==> src/rtl/assert_macros.svh <==
// assertion macros used by the top-level rtl file
`ifndef ASSERT_MACROS_SVH
`define ASSERT_MACROS_SVH

// same-cycle implication, clocked on clk, off while rst_n is low
`define CED_ASSERT_IMP(label, ante, cons, msg) \
  label: assert property (@(posedge clk) disable iff (!rst_n) (ante) |-> (cons)) \
    else $error(msg);

// next-cycle implication
`define CED_ASSERT_NXT(label, ante, cons, msg) \
  label: assert property (@(posedge clk) disable iff (!rst_n) (ante) |=> (cons)) \
    else $error(msg);

`endif

==> src/rtl/ced_pkg.sv <==
// types, constants and helper functions of the escape decoder
`default_nettype none
package ced_pkg;

  localparam int COUNT_BITS = 16;
  localparam int SHOWN_W    = 16;

  localparam logic [2:0] MODE_NORMAL = 3'd0;
  localparam logic [2:0] MODE_ESC    = 3'd1;
  localparam logic [2:0] MODE_OCT    = 3'd2;
  localparam logic [2:0] MODE_HEX0   = 3'd3;
  localparam logic [2:0] MODE_HEX1   = 3'd4;
  localparam logic [2:0] MODE_SKIP   = 3'd5;

  localparam logic [7:0] CH_NUL   = 8'h00;
  localparam logic [7:0] CH_BSL   = 8'h5c;
  localparam logic [7:0] CH_X_LO  = 8'h78;
  localparam logic [7:0] CH_X_UP  = 8'h58;
  localparam logic [7:0] CH_0     = 8'h30;
  localparam logic [7:0] CH_7     = 8'h37;
  localparam logic [7:0] CH_9     = 8'h39;
  localparam logic [3:0] HEX_MASK = 4'hf;

  typedef struct packed {
    logic [7:0] in_byte;
    logic       last;
  } in_t;

  typedef struct packed {
    logic [7:0]         out_byte;
    logic               byte_valid;
    logic               end_of_string;
    logic [SHOWN_W-1:0] decoded_count;
  } out_t;

  // results of one decode step, in order
  typedef struct packed {
    logic [1:0] n;
    out_t       r0;
    out_t       r1;
  } step_t;

  // output buffer status seen by the top level
  typedef struct packed {
    logic room;
    logic tail_v;
  } outq_stat_t;

  function automatic logic is_oct(input logic [7:0] c);
    return (c >= CH_0) && (c <= CH_7);
  endfunction

  function automatic logic is_hex(input logic [7:0] c);
    return ((c >= CH_0) && (c <= CH_9)) || ((c >= 8'h61) && (c <= 8'h66)) ||
           ((c >= 8'h41) && (c <= 8'h46));
  endfunction

  // letters get 9 added so the low nibble lands on 10..15
  function automatic logic [3:0] hex_val(input logic [7:0] c);
    logic [7:0] x;
    x = (c > CH_9) ? (c + 8'd9) : c;
    return x[3:0] & HEX_MASK;
  endfunction

  // simple one-character escapes: {hit, value}
  function automatic logic [8:0] esc_map(input logic [7:0] c);
    case (c)
      8'h61:   return {1'b1, 8'h07};
      8'h62:   return {1'b1, 8'h08};
      8'h66:   return {1'b1, 8'h0c};
      8'h6e:   return {1'b1, 8'h0a};
      8'h72:   return {1'b1, 8'h0d};
      8'h74:   return {1'b1, 8'h09};
      8'h76:   return {1'b1, 8'h0b};
      8'h5c:   return {1'b1, c};
      8'h3f:   return {1'b1, c};
      8'h27:   return {1'b1, c};
      8'h22:   return {1'b1, c};
      default: return {1'b0, 8'h00};
    endcase
  endfunction

  function automatic logic [COUNT_BITS-1:0] sat_inc(input logic [COUNT_BITS-1:0] t);
    return (t == {COUNT_BITS{1'b1}}) ? t : (t + COUNT_BITS'(1));
  endfunction

  function automatic logic [SHOWN_W-1:0] shown(input logic [COUNT_BITS-1:0] t);
    return (32'(t) > 32'h0000_ffff) ? {SHOWN_W{1'b1}} : SHOWN_W'(t);
  endfunction

endpackage
`default_nettype wire

==> src/rtl/ced_core.sv <==
// decode state registers and the single-pass decode logic
`default_nettype none
module ced_core (
  input  wire logic          clk,
  input  wire logic          rst_n,
  input  wire logic          fire,
  input  wire ced_pkg::in_t  item,
  output ced_pkg::step_t     step
);

  logic [2:0]                     mode_r, mode_nxt;
  logic [7:0]                     pend_r, pend_nxt;
  logic [1:0]                     dig_r, dig_nxt;
  logic [ced_pkg::COUNT_BITS-1:0] total_r, total_nxt;

  always_comb begin
    logic [7:0]                     b;
    logic                           c1_v, c2_v, c3_v;
    logic [7:0]                     c1_b, c2_b, c3_b;
    logic                           ended, do_plain, skip, fin;
    logic [8:0]                     esc;
    logic [7:0]                     oct_acc;
    logic [1:0]                     dig_inc;
    logic [ced_pkg::COUNT_BITS-1:0] t1, t2;
    logic [1:0]                     n;
    logic [7:0]                     r0_b, r1_b;

    b        = item.in_byte;
    mode_nxt = mode_r;
    pend_nxt = pend_r;
    dig_nxt  = dig_r;
    c1_v = 1'b0; c1_b = '0;
    c2_v = 1'b0; c2_b = '0;
    c3_v = 1'b0; c3_b = '0;
    ended    = 1'b0;
    do_plain = 1'b0;
    skip     = 1'b0;
    esc      = ced_pkg::esc_map(b);
    oct_acc  = {pend_r[4:0], b[2:0]};
    dig_inc  = dig_r + 2'd1;

    case (mode_r)
      ced_pkg::MODE_SKIP: begin
        skip = 1'b1;
      end
      ced_pkg::MODE_ESC: begin
        mode_nxt = ced_pkg::MODE_NORMAL;
        if (b == ced_pkg::CH_NUL) begin
          ended = 1'b1;
        end else if (esc[8]) begin
          c1_v = 1'b1;
          c1_b = esc[7:0];
        end else if ((b == ced_pkg::CH_X_LO) || (b == ced_pkg::CH_X_UP)) begin
          mode_nxt = ced_pkg::MODE_HEX0;
        end else if (ced_pkg::is_oct(b)) begin
          pend_nxt = {5'd0, b[2:0]};
          dig_nxt  = 2'd1;
          mode_nxt = ced_pkg::MODE_OCT;
        end
      end
      ced_pkg::MODE_OCT: begin
        if (ced_pkg::is_oct(b)) begin
          if (dig_inc == 2'd3) begin
            c1_v     = 1'b1;
            c1_b     = oct_acc;
            mode_nxt = ced_pkg::MODE_NORMAL;
            pend_nxt = '0;
            dig_nxt  = '0;
          end else begin
            pend_nxt = oct_acc;
            dig_nxt  = dig_inc;
          end
        end else begin
          c1_v     = 1'b1;
          c1_b     = pend_r;
          do_plain = 1'b1;
        end
      end
      ced_pkg::MODE_HEX0: begin
        if (ced_pkg::is_hex(b)) begin
          pend_nxt = {4'd0, ced_pkg::hex_val(b)};
          mode_nxt = ced_pkg::MODE_HEX1;
        end else begin
          do_plain = 1'b1;
        end
      end
      ced_pkg::MODE_HEX1: begin
        if (ced_pkg::is_hex(b)) begin
          c1_v     = 1'b1;
          c1_b     = {pend_r[3:0], ced_pkg::hex_val(b)};
          mode_nxt = ced_pkg::MODE_NORMAL;
          pend_nxt = '0;
        end else begin
          c1_v     = 1'b1;
          c1_b     = pend_r;
          do_plain = 1'b1;
        end
      end
      default: begin
        do_plain = 1'b1;
      end
    endcase

    if (do_plain) begin
      mode_nxt = ced_pkg::MODE_NORMAL;
      pend_nxt = '0;
      dig_nxt  = '0;
      if (b == ced_pkg::CH_NUL) begin
        ended = 1'b1;
      end else if (b == ced_pkg::CH_BSL) begin
        mode_nxt = ced_pkg::MODE_ESC;
      end else begin
        c2_v = 1'b1;
        c2_b = b;
      end
    end

    fin = !skip && (ended || item.last);

    // flush a pending number at the end of the string
    if (!skip && !ended && item.last &&
        ((mode_nxt == ced_pkg::MODE_OCT) || (mode_nxt == ced_pkg::MODE_HEX1))) begin
      c3_v = 1'b1;
      c3_b = pend_nxt;
    end

    // pack the emitted bytes in order
    n    = 2'(c1_v) + 2'(c2_v) + 2'(c3_v);
    r0_b = c1_v ? c1_b : (c2_v ? c2_b : c3_b);
    r1_b = (c1_v && c2_v) ? c2_b : c3_b;

    t1 = ced_pkg::sat_inc(total_r);
    t2 = ced_pkg::sat_inc(t1);

    step.r0.out_byte      = r0_b;
    step.r0.byte_valid    = 1'b1;
    step.r0.end_of_string = 1'b0;
    step.r0.decoded_count = ced_pkg::shown(t1);
    step.r1.out_byte      = r1_b;
    step.r1.byte_valid    = 1'b1;
    step.r1.end_of_string = 1'b0;
    step.r1.decoded_count = ced_pkg::shown(t2);
    step.n                = n;

    total_nxt = (n == 2'd0) ? total_r : ((n == 2'd1) ? t1 : t2);

    if (fin) begin
      if (n == 2'd0) begin
        step.r0.out_byte      = '0;
        step.r0.byte_valid    = 1'b0;
        step.r0.end_of_string = 1'b1;
        step.r0.decoded_count = ced_pkg::shown(total_r);
        step.n                = 2'd1;
      end else if (n == 2'd1) begin
        step.r0.end_of_string = 1'b1;
      end else begin
        step.r1.end_of_string = 1'b1;
      end
      mode_nxt  = (ended && !item.last) ? ced_pkg::MODE_SKIP : ced_pkg::MODE_NORMAL;
      pend_nxt  = '0;
      dig_nxt   = '0;
      total_nxt = '0;
    end else if (skip && item.last) begin
      mode_nxt  = ced_pkg::MODE_NORMAL;
      pend_nxt  = '0;
      dig_nxt   = '0;
      total_nxt = '0;
    end
  end

  always_ff @(posedge clk) begin
    if (!rst_n) begin
      mode_r  <= ced_pkg::MODE_NORMAL;
      pend_r  <= '0;
      dig_r   <= '0;
      total_r <= '0;
    end else if (fire) begin
      mode_r  <= mode_nxt;
      pend_r  <= pend_nxt;
      dig_r   <= dig_nxt;
      total_r <= total_nxt;
    end
  end

endmodule
`default_nettype wire

==> src/rtl/ced_outq.sv <==
// two-entry result buffer between the decoder and the output channel
`default_nettype none
module ced_outq (
  input  wire logic            clk,
  input  wire logic            rst_n,
  input  wire logic            push,
  input  wire ced_pkg::step_t  step,
  input  wire logic            out_stall,
  output logic                 out_valid,
  output ced_pkg::out_t        out_data,
  output ced_pkg::outq_stat_t  stat
);

  logic          head_v_r, head_v_nxt;
  logic          tail_v_r, tail_v_nxt;
  ced_pkg::out_t head_r, head_nxt;
  ced_pkg::out_t tail_r, tail_nxt;
  logic          pop;

  assign pop         = head_v_r && !out_stall;
  assign stat.room   = !tail_v_r && (!head_v_r || pop);
  assign stat.tail_v = tail_v_r;
  assign out_valid   = head_v_r;
  assign out_data    = head_r;

  always_comb begin
    head_v_nxt = head_v_r;
    tail_v_nxt = tail_v_r;
    head_nxt   = head_r;
    tail_nxt   = tail_r;
    if (push) begin
      // push only comes with room, so both slots are free after the pop
      head_v_nxt = (step.n != 2'd0);
      tail_v_nxt = (step.n == 2'd2);
      head_nxt   = step.r0;
      tail_nxt   = step.r1;
    end else if (pop) begin
      head_v_nxt = tail_v_r;
      tail_v_nxt = 1'b0;
      head_nxt   = tail_r;
    end
  end

  always_ff @(posedge clk) begin
    if (!rst_n) begin
      head_v_r <= 1'b0;
      tail_v_r <= 1'b0;
    end else begin
      head_v_r <= head_v_nxt;
      tail_v_r <= tail_v_nxt;
    end
  end

  always_ff @(posedge clk) begin
    head_r <= head_nxt;
    tail_r <= tail_nxt;
  end

endmodule
`default_nettype wire

==> src/rtl/c_escape_decoder.sv <==
// top level of the streaming c escape-sequence decoder
`default_nettype none
// Streaming C escape decoder: one source byte per word in, decoded bytes out.
// Plain bytes pass through, backslash escapes (control letters, quote marks,
// backslash, question mark, one to three octal digits, x with one or two hex
// digits) become one byte, unknown escapes and a dangling backslash are dropped.
// A zero byte ends the string and later bytes are swallowed up to the one flagged
// last; the final word of each string carries end_of_string and the saturating
// byte count. Timing: a byte is registered on entry, decoded in one pass and
// written to a two-entry result buffer, so one word is taken every cycle while
// the buffer has room. A word that yields two results (a pending octal or hex
// value flushed by the next byte) fills both buffer entries and holds off the
// next input word. Words go through the input register, then the head entry.
`include "assert_macros.svh"
module c_escape_decoder (
  input  wire logic          clk,
  input  wire logic          rst_n,
  input  wire logic          in_valid,
  output logic               in_stall,
  input  wire ced_pkg::in_t  in_data,
  output logic               out_valid,
  input  wire logic          out_stall,
  output ced_pkg::out_t      out_data
);

  // input register
  logic                in_v_r;
  ced_pkg::in_t        in_r;
  logic                fire;
  logic                room;
  ced_pkg::step_t      step;
  ced_pkg::outq_stat_t stat;

  assign room     = stat.room;
  // decode the held word once the buffer can take up to two results
  assign fire     = in_v_r && room;
  assign in_stall = in_v_r && !room;

  always_ff @(posedge clk) begin
    if (!rst_n) begin
      in_v_r <= 1'b0;
    end else if (!in_stall) begin
      in_v_r <= in_valid;
    end
  end

  // payload needs no reset
  always_ff @(posedge clk) begin
    if (in_valid && !in_stall) begin
      in_r <= in_data;
    end
  end

  ced_core u_core (
    .clk   (clk),
    .rst_n (rst_n),
    .fire  (fire),
    .item  (in_r),
    .step  (step)
  );

  ced_outq u_outq (
    .clk       (clk),
    .rst_n     (rst_n),
    .push      (fire),
    .step      (step),
    .out_stall (out_stall),
    .out_valid (out_valid),
    .out_data  (out_data),
    .stat      (stat)
  );

  // second buffer entry is only ever filled behind the first
  `CED_ASSERT_IMP(a_tail_behind_head, stat.tail_v, out_valid, "tail entry without head")
  // a two-result word blocks the decoder for the next cycle
  `CED_ASSERT_NXT(a_two_hold, fire && (step.n == 2'd2), !room, "buffer room after two")
  // a last-flagged word that yields anything closes the string on its final result
  // (the last word of a swallowed tail yields nothing)
  `CED_ASSERT_IMP(a_last_closes, fire && in_r.last && (step.n != 2'd0),
    ((step.n == 2'd1) && step.r0.end_of_string) ||
    ((step.n == 2'd2) && step.r1.end_of_string && !step.r0.end_of_string),
    "last word without end marker")
  // a word with no byte is a bare end marker with a zero byte
  `CED_ASSERT_IMP(a_bare_marker, out_valid && !out_data.byte_valid,
    out_data.end_of_string && (out_data.out_byte == 8'h00), "malformed end marker")

endmodule
`default_nettype wire

==> config.mk <==
export PLATFORM = sky130hd
export DESIGN_NAME = c_escape_decoder
export DESIGN_NICKNAME = d
export VERILOG_FILES = /design/src/rtl/ced_pkg.sv /design/src/rtl/ced_core.sv /design/src/rtl/ced_outq.sv /design/src/rtl/c_escape_decoder.sv
export VERILOG_INCLUDE_DIRS = /design/src /design/src/rtl
export SDC_FILE = /design/constraint.sdc
export NUM_CORES = 1
export LEC_CHECK = 0
export ABC_AREA = 1
export BUFFER_PORTS_ARGS = -buffer_cell sky130_fd_sc_hd__buf_2
export CORE_ASPECT_RATIO = 1.2
export CORE_MARGIN = 1.5
export CORE_UTILIZATION = 50
export DETAILED_ROUTE_END_ITERATION = 10
export PLACE_DENSITY_LB_ADDON = 0.12
export SLEW_MARGIN = 20
export SYNTH_ARGS = -nofsm -noshare
export SYNTH_HDL_FRONTEND = slang
export SYNTH_SLANG_ARGS = --single-unit
==> constraint.sdc <==
create_clock -name clk -period 4.1 [get_ports clk]
set_clock_uncertainty 0.05 [all_clocks]
set_input_delay 0.82 -clock clk [delete_from_list [all_inputs] [get_ports clk]]
set_output_delay 0.82 -clock clk [all_outputs]
set_load 0.03 [all_outputs]
# ---- Yosys cells after proc, flatten, opt, wreduce, memory -nomap -nowiden
# Index checks and enable logic that the tools add are counted.
dict set report totals {
  reg_bits 92
  latch_bits 0
  mem_bits_rw 0
  romBits 0
  in_bits 13
  out_inout_bits 28
  elab_cells 190
  memories 0
}
dict set report classes {
  addsub 6
  multipliers 0
  div_mod_pow 0
  magnitude_cmp 8
  eq_ne 31
  shift 0
  muxes 87
  bitwise 1
  reduce_logical 41
}
# op count
set ops {}
lappend ops {{two-way mux 8 bit} 23}
lappend ops {{two-way mux 16 bit} 7}
lappend ops {{equality test 8 x 7 -> 1 bit, second input constant} 10}
lappend ops {{one-hot mux 9 bit (8 select lines)} 1}
lappend ops {{two-way mux 26 bit} 2}
lappend ops {{two-way mux 3 bit} 12}
lappend ops {{adder 16 x 1 -> 16 bit, second input constant} 2}
lappend ops {{equality test 16 bit, second input constant} 2}
lappend ops {{one-hot mux 8 bit (4 select lines)} 1}
lappend ops {{two-way mux 28 bit} 1}
lappend ops {{equality test 8 x 6 -> 1 bit, second input constant} 3}
lappend ops {{one-hot mux 8 bit (3 select lines)} 1}
lappend ops {{two-way mux 1 bit} 23}
lappend ops {{two-way mux 2 bit} 10}
lappend ops {{>= comparator 8 x 7 -> 1 bit, second input constant} 2}
lappend ops {{less-or-equal comparator 8 x 6 -> 1 bit, second input constant} 2}
lappend ops {{less-or-equal comparator 8 x 7 -> 1 bit, second input constant} 2}
lappend ops {{logical AND 1 bit} 16}
lappend ops {{!= test 5 bit, second input constant} 3}
lappend ops {{one-hot mux 3 bit (4 select lines)} 1}
lappend ops {{two-way mux 11 bit} 1}
lappend ops {{!= test 5 x 1 -> 1 bit, second input constant} 2}
lappend ops {{equality test 3 x 2 -> 1 bit, second input constant} 3}
lappend ops {{equality test 3 bit, second input constant} 3}
lappend ops {{24 further kinds} 41}

# ---- Depth between registers and ports, before layout
# Gate-level depths: netlist (run 1).
dict set report depth {
  word_depth 19
  depth_mapped 26
  depth_no_buf 25
}

# ---- Hierarchy
# From an unflattened synthesis (run 1), not the netlist that was laid out.
dict set report hier_totals {
  cells_unflattened 1000
  area_unflattened_um2 6681.4
}
# mod instances cells_per_inst area_each_um2 seq_area_each_um2
set by_module_without_submodules {}
lappend by_module_without_submodules {ced_core 1 824 4306.6 580.6}
lappend by_module_without_submodules {ced_outq 1 157 2044.5 1601.5}
lappend by_module_without_submodules {c_escape_decoder 1 19 330.3 290.3}

# ---- Least setup slack after synthesis (run 1)
# No wires, ideal clock.
dict set report synth_path {
  path_type {input to register}
  start {input port out_stall}
  end {register u_outq.head_r, in the netlist u_outq.out_data[0] (enable)}
  setup_ns 0.448
  arrival_time_ns 3.199
  required_time_ns 3.602
  slack_ns 0.403
  cell_stages 5
  path_buffers 0
  cell_sequence {nand2_1 > nand2_1 > nor2_2 > inv_1 > o21ai_0}
}
dict set report synth_between {
  elab_chain_cells 6
}
# item line_no
set synth_rtl {}
lappend synth_rtl {{start, declared} c_escape_decoder.sv:22} ;# input wire logic out_stall,
lappend synth_rtl {{zero test 1 bit} ced_outq.sv:20} ;# assign pop = head_v_r && !out_stall;
lappend synth_rtl {{logical AND 1 bit} ced_outq.sv:20}
lappend synth_rtl {{logical OR 1 bit} ced_outq.sv:21} ;# assign stat.room = !tail_v_r && (!head_v_r || pop);
lappend synth_rtl {{logical AND 1 bit} ced_outq.sv:21}
lappend synth_rtl {{logical AND 1 bit} c_escape_decoder.sv:36} ;# assign fire = in_v_r && room;
lappend synth_rtl {{named net fire} c_escape_decoder.sv:29} ;# logic fire;
lappend synth_rtl {{nonzero test 2 bit (no line)} n/a}
lappend synth_rtl {{end signal, assigned} ced_outq.sv:55} ;# head_r <= head_nxt;
lappend synth_rtl {{end, declared} ced_outq.sv:16} ;# ced_pkg::out_t head_r, head_nxt;
# The timed path passes the listed nets, and every way through them passes these cells.
# A chain may end at the register's enable or synchronous reset.

# ---- Worst setup path after layout (run 1)
dict set report layout_path {
  start {register in_r[6] (netlist name)}
  end {register u_core.total_r[15] (netlist name)}
}
dict set report layout_between {
  elab_chain_cells 18
  word_cells_on_any_way 75
  classes_between {add/sub (2); order compare (7); eq/ne (17); mux (31); reduce/logical (18)}
}
# item line_no
set layout_rtl {}
lappend layout_rtl {{start, declared} c_escape_decoder.sv:28} ;# ced_pkg::in_t in_r;
lappend layout_rtl {{start signal, assigned} c_escape_decoder.sv:50} ;# in_r <= in_data;
lappend layout_rtl {{>= comparator 8 x 6 -> 1 bit (tied with other cells)} {ced_pkg.sv:50, ced_pkg.sv:54}}
lappend layout_rtl {{logical AND 1 bit (on tied branches)} {ced_pkg.sv:50, ced_pkg.sv:54}}
lappend layout_rtl {{two-way mux 2 bit / logical OR 1 bit (equally long branches)} {ced_core.sv:55, ced_pkg.sv:54}}
lappend layout_rtl {{two-way mux 3 bit / logical OR 1 bit (equally long branches)} {ced_core.sv:53, ced_pkg.sv:54}}
lappend layout_rtl {{two-way mux 3 bit / two-way mux 1 bit (equally long branches)} {ced_core.sv:50, ced_core.sv:80, ced_core.sv:88}}
lappend layout_rtl {{two-way mux 3 bit / one-hot mux 1 bit (3 select lines) (equally long branches)} {ced_core.sv:48, ced_core.sv:42}}
lappend layout_rtl {{one-hot mux 3 bit (4 select lines) / two-way mux 1 bit (equally long branches)} {ced_core.sv:42, ced_core.sv:104}}
lappend layout_rtl {{two-way mux 3 bit / zero test 1 bit (equally long branches)} {ced_core.sv:104, ced_core.sv:121}}
lappend layout_rtl {{equality test 3 x 2 -> 1 bit (tied with other cells)} ced_core.sv:122} ;# ((mode_nxt == ced_pkg::MODE_OCT) || (mode_nxt == ced_pkg::MODE_HEX1))) begin
lappend layout_rtl {{logical OR 1 bit / logical AND 1 bit (equally long branches)} {ced_core.sv:122, ced_core.sv:121}}
lappend layout_rtl {{logical AND 1 bit} ced_core.sv:121} ;# if (!skip && !ended && item.last &&
lappend layout_rtl {{two-way mux 1 bit} ced_core.sv:121}
lappend layout_rtl {{adder 2 x 1 -> 2 bit} ced_core.sv:128} ;# n = 2'(c1_v) + 2'(c2_v) + 2'(c3_v);
lappend layout_rtl {{equality test 2 x 1 -> 1 bit} ced_core.sv:145} ;# total_nxt = (n == 2'd0) ? total_r : ((n == 2'd1) ? t1 : t2);
lappend layout_rtl {{two-way mux 16 bit (2 in series)} ced_core.sv:145}
lappend layout_rtl {{two-way mux 16 bit} ced_core.sv:163} ;# end else if (skip && item.last) begin
lappend layout_rtl {{two-way mux 16 bit} ced_core.sv:147} ;# if (fin) begin
lappend layout_rtl {{end signal, assigned} ced_core.sv:181} ;# total_r <= total_nxt;
lappend layout_rtl {{end, declared} ced_core.sv:14} ;# logic [ced_pkg::COUNT_BITS-1:0] total_r, total_nxt;
# Several ways; a longest one is shown, not always the timed one. The select of a mux whose other input is x is not followed.

==> metrics, run 1 <==
Finished Cell Area ~7300 sq um; I/O pin total 41; synth warn 0; Worst Setup Path Type reg -> reg; most frequent cells in the layout 306 x nand2_1, 98 x nor2_1, 83 x inv_1; sequential share of the synthesized area between 30 and 40%; worst hold path endpoint in_v_r; Hold Fails Final Rpt 0; pin count of the biggest net entering global routing 34; die width ~110 um; EDFF count, synth 60; r2r worst-path depth 22; max-slew violation count 0; Synth Cell Area 6548 sq um; ys flop type edfxtp_1; Area Growth Syn to Fin 11.96%; VDD IR-drop max 0.1919 mV; post-DP HPWL around 14000 um; worst r2r dst u_core.total_r[15]; crit start category register; Rows 45; Worst Path Arrival about 3900 ps; clock root cell clkbuf_16; flip-flop and latch count after synthesis 92; Synth Instances between 900 and 1000; # nets final between 1000 and 1500; die area between 10000 and 15000 sq um; IO Port Bufs 40; Mapped Avg Cell Area ~7 sq um; Hold Path Depth 2; async set-reset flop share out of synthesis 0%; Wirelength per Cell 16.17 um; CTS Buf Count 9; DRC violations left 0; htree depth 3; r2r startpoint in_r[6]; worst endpoint required time ~4200 ps; first-pass GRT wire length approximately 31000 um; DRT Pass-1 Iters 7; P per Cell Area 294.3 nW/um^2; Netlist cell types 42; Detailed Route WL 18730 um; setup TNS 0 ps; clk_lat worst skew 340 ps; Mapped Nets 959; Slew @ Worst Pin between 1000 and 1500 ps; Core Area about 13000 sq um; Starting Density 51.46%; fraction of layout cells with a size suffix above 1 between 10% and 20%; max-cap viol count 0; DR iter-0 viols between 400 and 500; HP Class reg -> reg; Max-Slew Margin vs Limit between 20% and 30%; initial antenna violation count 0; Hold Startpoint in_v_r; via/cell ratio 5.509; reg2reg setup slack roughly 370 ps; FMAX 267.9 MHz; Overflow after GRT 0; total track usage between 20% and 30%; RSZ-0062 raised after global routing no; vias about 6400; final setup vio count 0; clock net sink count just over 90; Final Non-Filler Cells between 1000 and 1500; ANT nets after route 0; minimum clock period 3732 ps; clock-pin transition on the worst setup and hold timing paths around 70 ps; CTS max path bufs 2; hold_buf cts 0; post-route clock period utilization between 90% and 100%; CTS tree built; routability cong. slightly below 1; Post-Place Cells approximately 1100; leakage between 3 and 4 nW; commonest non-fill, non-tap cell in the layout nand2_1; CP Max Fanout 21; dpl cell area 6975 sq um; Die Ht between 100 and 150 um; outcome finished clean; Inserted Diodes 0; Setup crit end kind register; vias in the first global route 6268
[cell families after synthesis]
group,after synthesis,synth area share (%)
simple gates,549,38.10
flops,92,37.30
buf+inv,128,8.007
xor+xnor,15,2.007
fa+ha+maj,8,1.643
compound gates,146,12.94
[per-stage QoR]
stage	utilization [%]	worst slack, ps	hold slack (ps)	power [mW]
global route	57.61	33.04	464.4	2.242
CTS	57.18	215.9	441.2	2.171
global placement	54.82	300.6	426.1	1.319
floorplan	-	403.4	409.0	1.244
detailed placement	54.82	239.6	432.3	1.320
finish	57.61	367.5	435.7	2.157
[cells in the mapped netlist (6+ instances only)]
master	n	area (sq um)
nor2_1	99	371.6
nand2_1	307	1152
ha_1	7	87.58
buf_2	12	60.06
nor3_1	7	35.03
inv_1	85	319.1
inv_2	14	52.55
nand3_2	6	60.06
nand4_1	22	137.6
o21ai_0	44	220.2
nand3_1	63	315.3
nor2_4	8	90.09
nor2_2	10	62.56
dfxtp_1	32	640.6
clkbuf_1	10	37.54
o21bai_1	6	45.04
nand2_2	13	81.33
xor2_1	14	122.6
edfxtp_1	60	1802
o211ai_1	22	165.2
a21oi_1	51	255.2
[cell type report]
type	instances	area, sq um
Fill cell	1276	5394
Multi-Input combinational cell	718	3590
Sequential cell	92	2442
Timing Repair Buffer	66	407.9
Inverter	102	385.4
Clock buffer	10	229.0
Tap cell	164	205.2
Clock inverter	6	71.32
[state kept, by name, summed over array words and instances, names as in the netlist]
signal            flops
in_r                  9
in_v_r                1
u_core.dig_r          2
u_core.mode_r         3
u_core.pend_r         8
u_core.total_r       16
u_outq.out_data      26
u_outq.out_valid      1
u_outq.tail_r        25
u_outq.tail_v_r       1
[metal layers]
| layer | global-route usage, % | vias up | wire length (um) |
|---|---|---|---|
| met3 | 3.951 | 79 | 836 |
| met4 | 17.72 | 0 | 1014 |
| met2 | 52.12 | 208 | 9705 |
| met5 | 0 | - | 0 |
| li1 | - | 3204 | - |
| met1 | 31.23 | 2888 | 7173 |
[critical path, stage by stage (launching register included)]
cell and delay [ps]:
edfxtp_1 650, nand2_2 150, nor2_1 170, nand3_1 150
nand2_1 160, nand2_2 110, nand3_4 120, nand2_2 80
inv_1 100, nand2_1 70, nand2_1 70, inv_2 70
nand3_4 140, inv_1 80, fa_1 580, inv_1 60
nor2_1 130, inv_1 60, buf_4 210, o21ai_0 160
nor2_1 70, nand2_1 80, a21oi_1 60
[report_power, final]
group	leakage, nW	total, mW	internal (mW)	switching, mW
sequential	0.835	1.05	1.03	0.0231
clock	0.145	0.853	0.481	0.373
combinational	2.12	0.251	0.0697	0.182
[worst max path at each step]
stage | startpoint | to | slack, ps | cells past startpoint
3_5_place_dp | in_r[2] | u_outq.out_data[9] | 240 | 22
3_3_place_gp | in_r[4] | u_outq.out_data[11] | 300 | 17
5_1_grt | in_r[1] | u_core.total_r[0] | 30 | 24
2_1_floorplan | out_stall | u_outq.out_data[0] | 400 | 5
6_report | in_r[6] | u_core.total_r[15] | 370 | 22
4_1_cts | in_r[2] | u_outq.out_data[9] | 220 | 22
[timing repair]
action                                 CTS  global route
gates resized for setup                  0             4
setup buffers                            0             5
endpoints found under the hold margin    0             0
setup endpoints to repair                0            40
(Power assumes the default switching activity.)
==> run 2, diff against run 1 <==
Settings changed: CTS_CLUSTER_SIZE set to 28, RECOVER_POWER set to 100.
==> run 2 against run 1 <==
The flow now finishes with violations (capacitance limit, slew limit). Maximum frequency hardly changed. Worst hold slack worse by 0.85 ps. Via count rose by 0.47%. Clock-buffer cell count stayed put. Design area decreased by 1.1%. Non-clock buffer count stayed put. Global-route usage is the same. Critical endpoint unchanged. Largest power group unchanged.
==> metrics, run 2 (synthesized netlist as in run 1, its figures left out) <==
initial antenna violation count 0 (unchanged); CTS max path bufs 2 (unchanged); Area Growth Syn to Fin 10.76%; max-slew violation count 62 (+62); Final Non-Filler Cells 1158 (unchanged); pin count of the biggest net entering global routing 34 (unchanged); RSZ-0062 raised after global routing no; CTS Buf Count 9 (unchanged); minimum clock period 3732 ps (-0.8770 ps); Finished Cell Area 7252 sq um (-1.1%); crit start category register; # fillers 1305 (+2.3%); CTS tree built; CP Max Fanout 21 (unchanged); Sequential Area 2442 sq um (unchanged); htree depth 3 (unchanged); Final Util 56.99% (-0.62 points); outcome complete, but fails checks; most frequent cells in the layout 308 x nand2_1, 100 x nor2_1, 83 x inv_1; vias 6409 (+0.47%); PnR worst setup slack 368.4 ps (+0.8770 ps); clock root cell clkbuf_16; post-DP HPWL 14360 um (unchanged); Hold Fails Final Rpt 0 (unchanged); Max-Slew Margin vs Limit -34.01% (-63 points); worst endpoint required time 4230 ps (about the same); VDD IR-drop max 0.1932 mV (+0.68%); HP Class reg -> reg; ANT nets after route 0 (unchanged); leakage 3.003 nW (-3.2%); Setup crit end kind register; DRT Pass-1 Iters 7 (unchanged); DR iter-0 viols 391 (-9.1%); fraction of layout cells with a size suffix above 1 11.77% (-3.8 points); failing checks capacitance limit, slew limit; pre-CTS setup slack 239.6 ps (unchanged); final setup vio count 0 (unchanged); Inserted Diodes 0 (unchanged); total track usage 28.62% (unchanged); I/O pin total 41 (unchanged); die width 107.5 um (unchanged); overall power 2.149 mW (-0.37%); commonest non-fill, non-tap cell in the layout nand2_1; setup TNS 0 ps (unchanged); routability cong. 0.9804 (unchanged); clock net sink count 92 (unchanged); hold_buf cts 0 (unchanged); hold_ws 434.8 ps (-0.8450 ps); Post-Place Cells 1137 (unchanged); Detailed Route WL 18710 um (-0.11%); vias in the first global route 6268 (unchanged); # nets final 1010 (unchanged); max-cap viol count 2 (+2); Wirelength per Cell 16.16 um (-0.11%); Setup crit start in_r[6]; clock-pin transition on the worst setup and hold timing paths 70 ps (about the same); Hold Startpoint in_v_r; via/cell ratio 5.535 (+0.47%); Worst Setup Path Type reg -> reg; Overflow after GRT 0 (unchanged); die area 13790 sq um (unchanged); dpl cell area 6975 sq um (unchanged); max reg flops 26 (unchanged); P per Cell Area 296.4 nW/um^2 (+0.72%); FMAX 268.0 MHz (about the same); first-pass GRT wire length 30620 um (unchanged); Rows 45 (unchanged); r2r startpoint in_r[6]; Core Area 12720 sq um (unchanged); clk_lat worst skew 340 ps (about the same); Slew @ Worst Pin 2010 ps (+953.1 ps); IO Port Bufs 40 (unchanged); Die Ht 128.4 um (unchanged); Worst Path Arrival 3860 ps (about the same); post-route clock period utilization 91.01% (about the same); area taken by multi-input logic gates 3558 sq um (-0.87%); Starting Density 51.46% (unchanged); DRC violations left 0 (unchanged)
run 2: cell types whose count changed in the layout (fill, tap and decap cells not counted), moves of 2 or more:
cell,before,now
buf_2,40,10
buf_4,25,22
clkbuf_1,1,33
nand2_1,306,308
nor2_1,98,100
o21ai_0,43,46
o21ai_1,3,1
run 2: final timing paths:
path | endpoint | slack (ps) | depth (start not counted)
worst max-delay path | u_core.total_r[15] | 370 | 22
worst min-delay path | in_v_r | 430 | 2
worst max register to register | u_core.total_r[15] | 370 | 22
worst min register to register | in_v_r | 430 | 2
run 2: timing repair:
item | CTS | global route
endpoints found under the setup margin | 0 | 40
setup buffers | 0 | 5
gates resized for setup | 0 | 4
run 2: power breakdown:
part | switching (mW) | internal, mW
registers | 0.0235 | 1.03
clock network | 0.371 | 0.481
logic | 0.181 | 0.0624
run 2: worst max-delay path: stages (launching register included):
cell      delay (ps)
edfxtp_1         650
nand2_2          150
nor2_1           170
nand3_1          150
nand2_1          160
nand2_2          110
nand3_4          120
nand2_2           80
inv_1            100
nand2_1           70
nand2_1           70
inv_2             70
nand3_4          140
inv_1             80
fa_1             580
inv_1             60
nor2_1           130
inv_1             60
buf_4            210
o21ai_0          160
nor2_1            60
nand2_1           80
a21oi_1           60
run 2: routing by layer:
layer,wire [um],track usage (%)
met2,9773,52.12
met4,936,17.72
met5,0,0
met3,855,3.951
met1,7145,31.23
run 2: final cells by class:
| class | instances | area share [%] |
|---|---|---|
| clock buffer | 10 | 3.157 |
| inverter | 102 | 5.314 |
| multi-input combinational | 718 | 49.07 |
| clock inverter | 6 | 0.9834 |
| tap | 164 | 2.830 |
| sequential | 92 | 33.68 |
| timing repair buffer | 66 | 4.969 |
==> run 3, diff against run 2 <==
Settings changed: CTS_BUF_LIST set to sky130_fd_sc_hd__clkbuf_8.
==> run 3 against run 2 <==
Power decreased by 10%. Die area unchanged. Critical path depth decreased by 5. Setup slack got worse by 24 ps. Worst hold slack improved by 4.3 ps. Highest routed layer unchanged. Combinational power about the same. Sequential share of layout area increased by 0.50 points. Critical endpoint is now u_outq.out_data[25]. Sequential cell count unchanged. Design area decreased by 1.5%. The run still ends with capacitance limit, slew limit left.
==> metrics, run 3 (synthesized netlist as in run 1, its figures left out) <==
# fillers 1321 (+1.2%); max-cap viol count 2 (unchanged); RSZ-0062 raised after global routing no; setup TNS 0 ps (unchanged); crit-path max cell delay 670 ps (+20 ps); Starting Density 51.46% (unchanged); clock root cell clkbuf_8; crit start category register; Overflow after GRT 0 (unchanged); worst hold path endpoint in_v_r; DR iter-0 viols 424 (+8.4%); r2r startpoint in_r[6]; minimum clock period 3755 ps (+23.72 ps); outcome complete, but fails checks; DRT Pass-1 Iters 5 (-2); max reg flops 26 (unchanged); max-slew violation count 62 (unchanged); clock net sink count 92 (unchanged); CTS max path bufs 2 (unchanged); VDD IR-drop max 0.1658 mV (-14%); initial antenna violation count 0 (unchanged); cell family with most CP delay simple AND/OR/NAND/NOR gates; worst r2r dst u_outq.out_data[25]; via/cell ratio 5.500 (-0.63%); Wirelength per Cell 16.07 um (-0.56%); overall power 1.931 mW (-10%); Inserted Diodes 0 (unchanged); Comb pwr share 12.6% (+1.3 points); Core Area 12720 sq um (unchanged); post-DP HPWL 14360 um (unchanged); Slew @ Worst Pin 2004 ps (-6.358 ps); r2r worst-path depth 17 (-23%); final setup vio count 0 (unchanged); Area Growth Syn to Fin 9.134%; vias 6374 (-0.55%); switching share of total power 28.49% (+1.7 points); routability cong. 0.9804 (unchanged); Setup crit end kind register; reg2reg setup slack 340 ps (-20 ps); Rows 45 (unchanged); most frequent cells in the layout 308 x nand2_1, 100 x nor2_1, 84 x inv_1; FMAX 266.3 MHz (-0.63%); Final Util 56.16% (-0.84 points); Finished Cell Area 7146 sq um (-1.5%); Hold Path Depth 2 (unchanged); first-pass GRT wire length 30540 um (-0.25%); commonest non-fill, non-tap cell in the layout nand2_1; total track usage 28.57% (-0.057 points); Detailed Route WL 18620 um (-0.48%); pin count of the biggest net entering global routing 34 (unchanged); CTS tree built; # nets final 1011 (+0.099%); Worst Path Arrival 3840 ps (-20 ps); IO Port Bufs 40 (unchanged); failing checks capacitance limit, slew limit; ANT nets after route 0 (unchanged); Hold Startpoint in_v_r; vias in the first global route 6243 (-0.40%); Max-Slew Margin vs Limit -33.59% (+0.42 points); CP Max Fanout 24 (+14%); Flop pwr share 54.6% (+5.5 points); Hold Fails Final Rpt 0 (unchanged); Setup crit start in_r[6]; clock network power share 32.8% (-6.8 points); I/O pin total 41 (unchanged); Die Ht 128.4 um (unchanged); crit path max-delay cell type edfxtp_1; post-route clock period utilization 91.59% (+0.58 points); fraction of layout cells with a size suffix above 1 11.76% (-0.012 points); internal power 1.381 mW (-12%); leakage 2.965 nW (-1.3%); Worst Setup Path Type reg -> reg; die area 13790 sq um (unchanged); critical-path cell list nand2_2, nor2_1, nand3_1, nand2_1, nand2_2, nand3_4, nand3_1, a21oi_2, nand3_4, inv_1, fa_1, nor2_2, nand2_2, nand2_4, a21oi_1, nand2_1, nand2_1; P per Cell Area 270.2 nW/um^2 (-8.8%); htree depth 3 (unchanged); DRC violations left 0 (unchanged); worst endpoint required time 4190 ps (-40 ps); clk_lat worst skew 360 ps (+20 ps); HP Class reg -> reg; die width 107.5 um (unchanged); clock-pin transition on the worst setup and hold timing paths 100 ps (+30 ps); switching power total 550.1 uW (-4.4%); dpl cell area 6975 sq um (unchanged); CP bufs+invs 1 (-5); CTS Buf Count 9 (unchanged)
-- run 3: cell count changes in the layout (fill, tap and decap cells not counted) --
cell,before,now
inv_1,83,84
clkbuf_1,33,32
buf_4,22,23
nand3_1,63,64
clkbuf_16,9,0
clkbuf_8,0,9
nand3_4,3,2
-- run 3: layout make-up --
| type | instances | area [sq um] | share of cell area, % |
|---|---|---|---|
| sequential | 92 | 2442 | 34.18 |
| multi-input combinational | 718 | 3546 | 49.62 |
| timing repair buffer | 67 | 367.9 | 5.148 |
| tap | 164 | 205.2 | 2.872 |
| inverter | 102 | 385.4 | 5.393 |
| clock inverter | 7 | 75.07 | 1.051 |
| clock buffer | 9 | 123.9 | 1.734 |
-- run 3: worst register-to-register path, cell delays in order (launching register included) --
cell and delay [ps]:
edfxtp_1 670, nand2_2 160, nor2_1 170, nand3_1 150
nand2_1 160, nand2_2 110, nand3_4 110, nand3_1 130
a21oi_2 310, nand3_4 180, inv_1 120, fa_1 430
nor2_2 180, nand2_2 120, nand2_4 270, a21oi_1 100
nand2_1 90, nand2_1 40
-- run 3: power by group through the flow --
| stage | clock (mW) | combinational, mW | sequential, mW |
|---|---|---|---|
| 2_1_floorplan | 0 | 0.142 | 1.10 |
| 3_3_place_gp | 0 | 0.245 | 1.07 |
| 3_5_place_dp | 0 | 0.246 | 1.07 |
| 4_1_cts | 0.651 | 0.247 | 1.05 |
| 5_1_grt | 0.686 | 0.272 | 1.06 |
| 6_report | 0.634 | 0.243 | 1.05 |
-- run 3: through the flow --
step | instances | worst slack, ps | hold slack, ps
2_1_floorplan | 938 | 403.4 | 409.0
3_3_place_gp | 1137 | 300.6 | 426.1
3_5_place_dp | 1137 | 239.6 | 432.3
4_1_cts | 1153 | 208.8 | 444.9
5_1_grt | 1159 | 14.69 | 468.1
6_report | 1159 | 344.7 | 439.2
-- run 3: how the worst max path moves through the flow --
| stage | cells past startpoint | to | slack [ps] |
|---|---|---|---|
| final | 17 | u_outq.out_data[25] | 340 |
| after detailed placement | 22 | u_outq.out_data[9] | 240 |
| after CTS | 22 | u_outq.out_data[9] | 210 |
| after floorplan | 5 | u_outq.out_data[0] | 400 |
| after global placement | 17 | u_outq.out_data[11] | 300 |
| after global routing | 21 | u_outq.out_data[21] | 10 |
-- run 3: layer usage --
| metal | vias up | part of all wire (%) | track usage, % |
|---|---|---|---|
| met1 | 2878 | 38 | 31.19 |
| met2 | 217 | 52 | 52.00 |
| met4 | 0 | 5.3 | 17.41 |
| met5 | - | 0 | 0 |
| li1 | 3205 | - | - |
| met3 | 74 | 4.7 | 4.103 |
-- run 3: what timing repair did --
item	4_1_cts	5_1_grt
gates resized for setup	0	4
endpoints found under the setup margin	0	40
hold buffers	0	0
buffers inserted	0	6
hold endpoints to repair	0	0
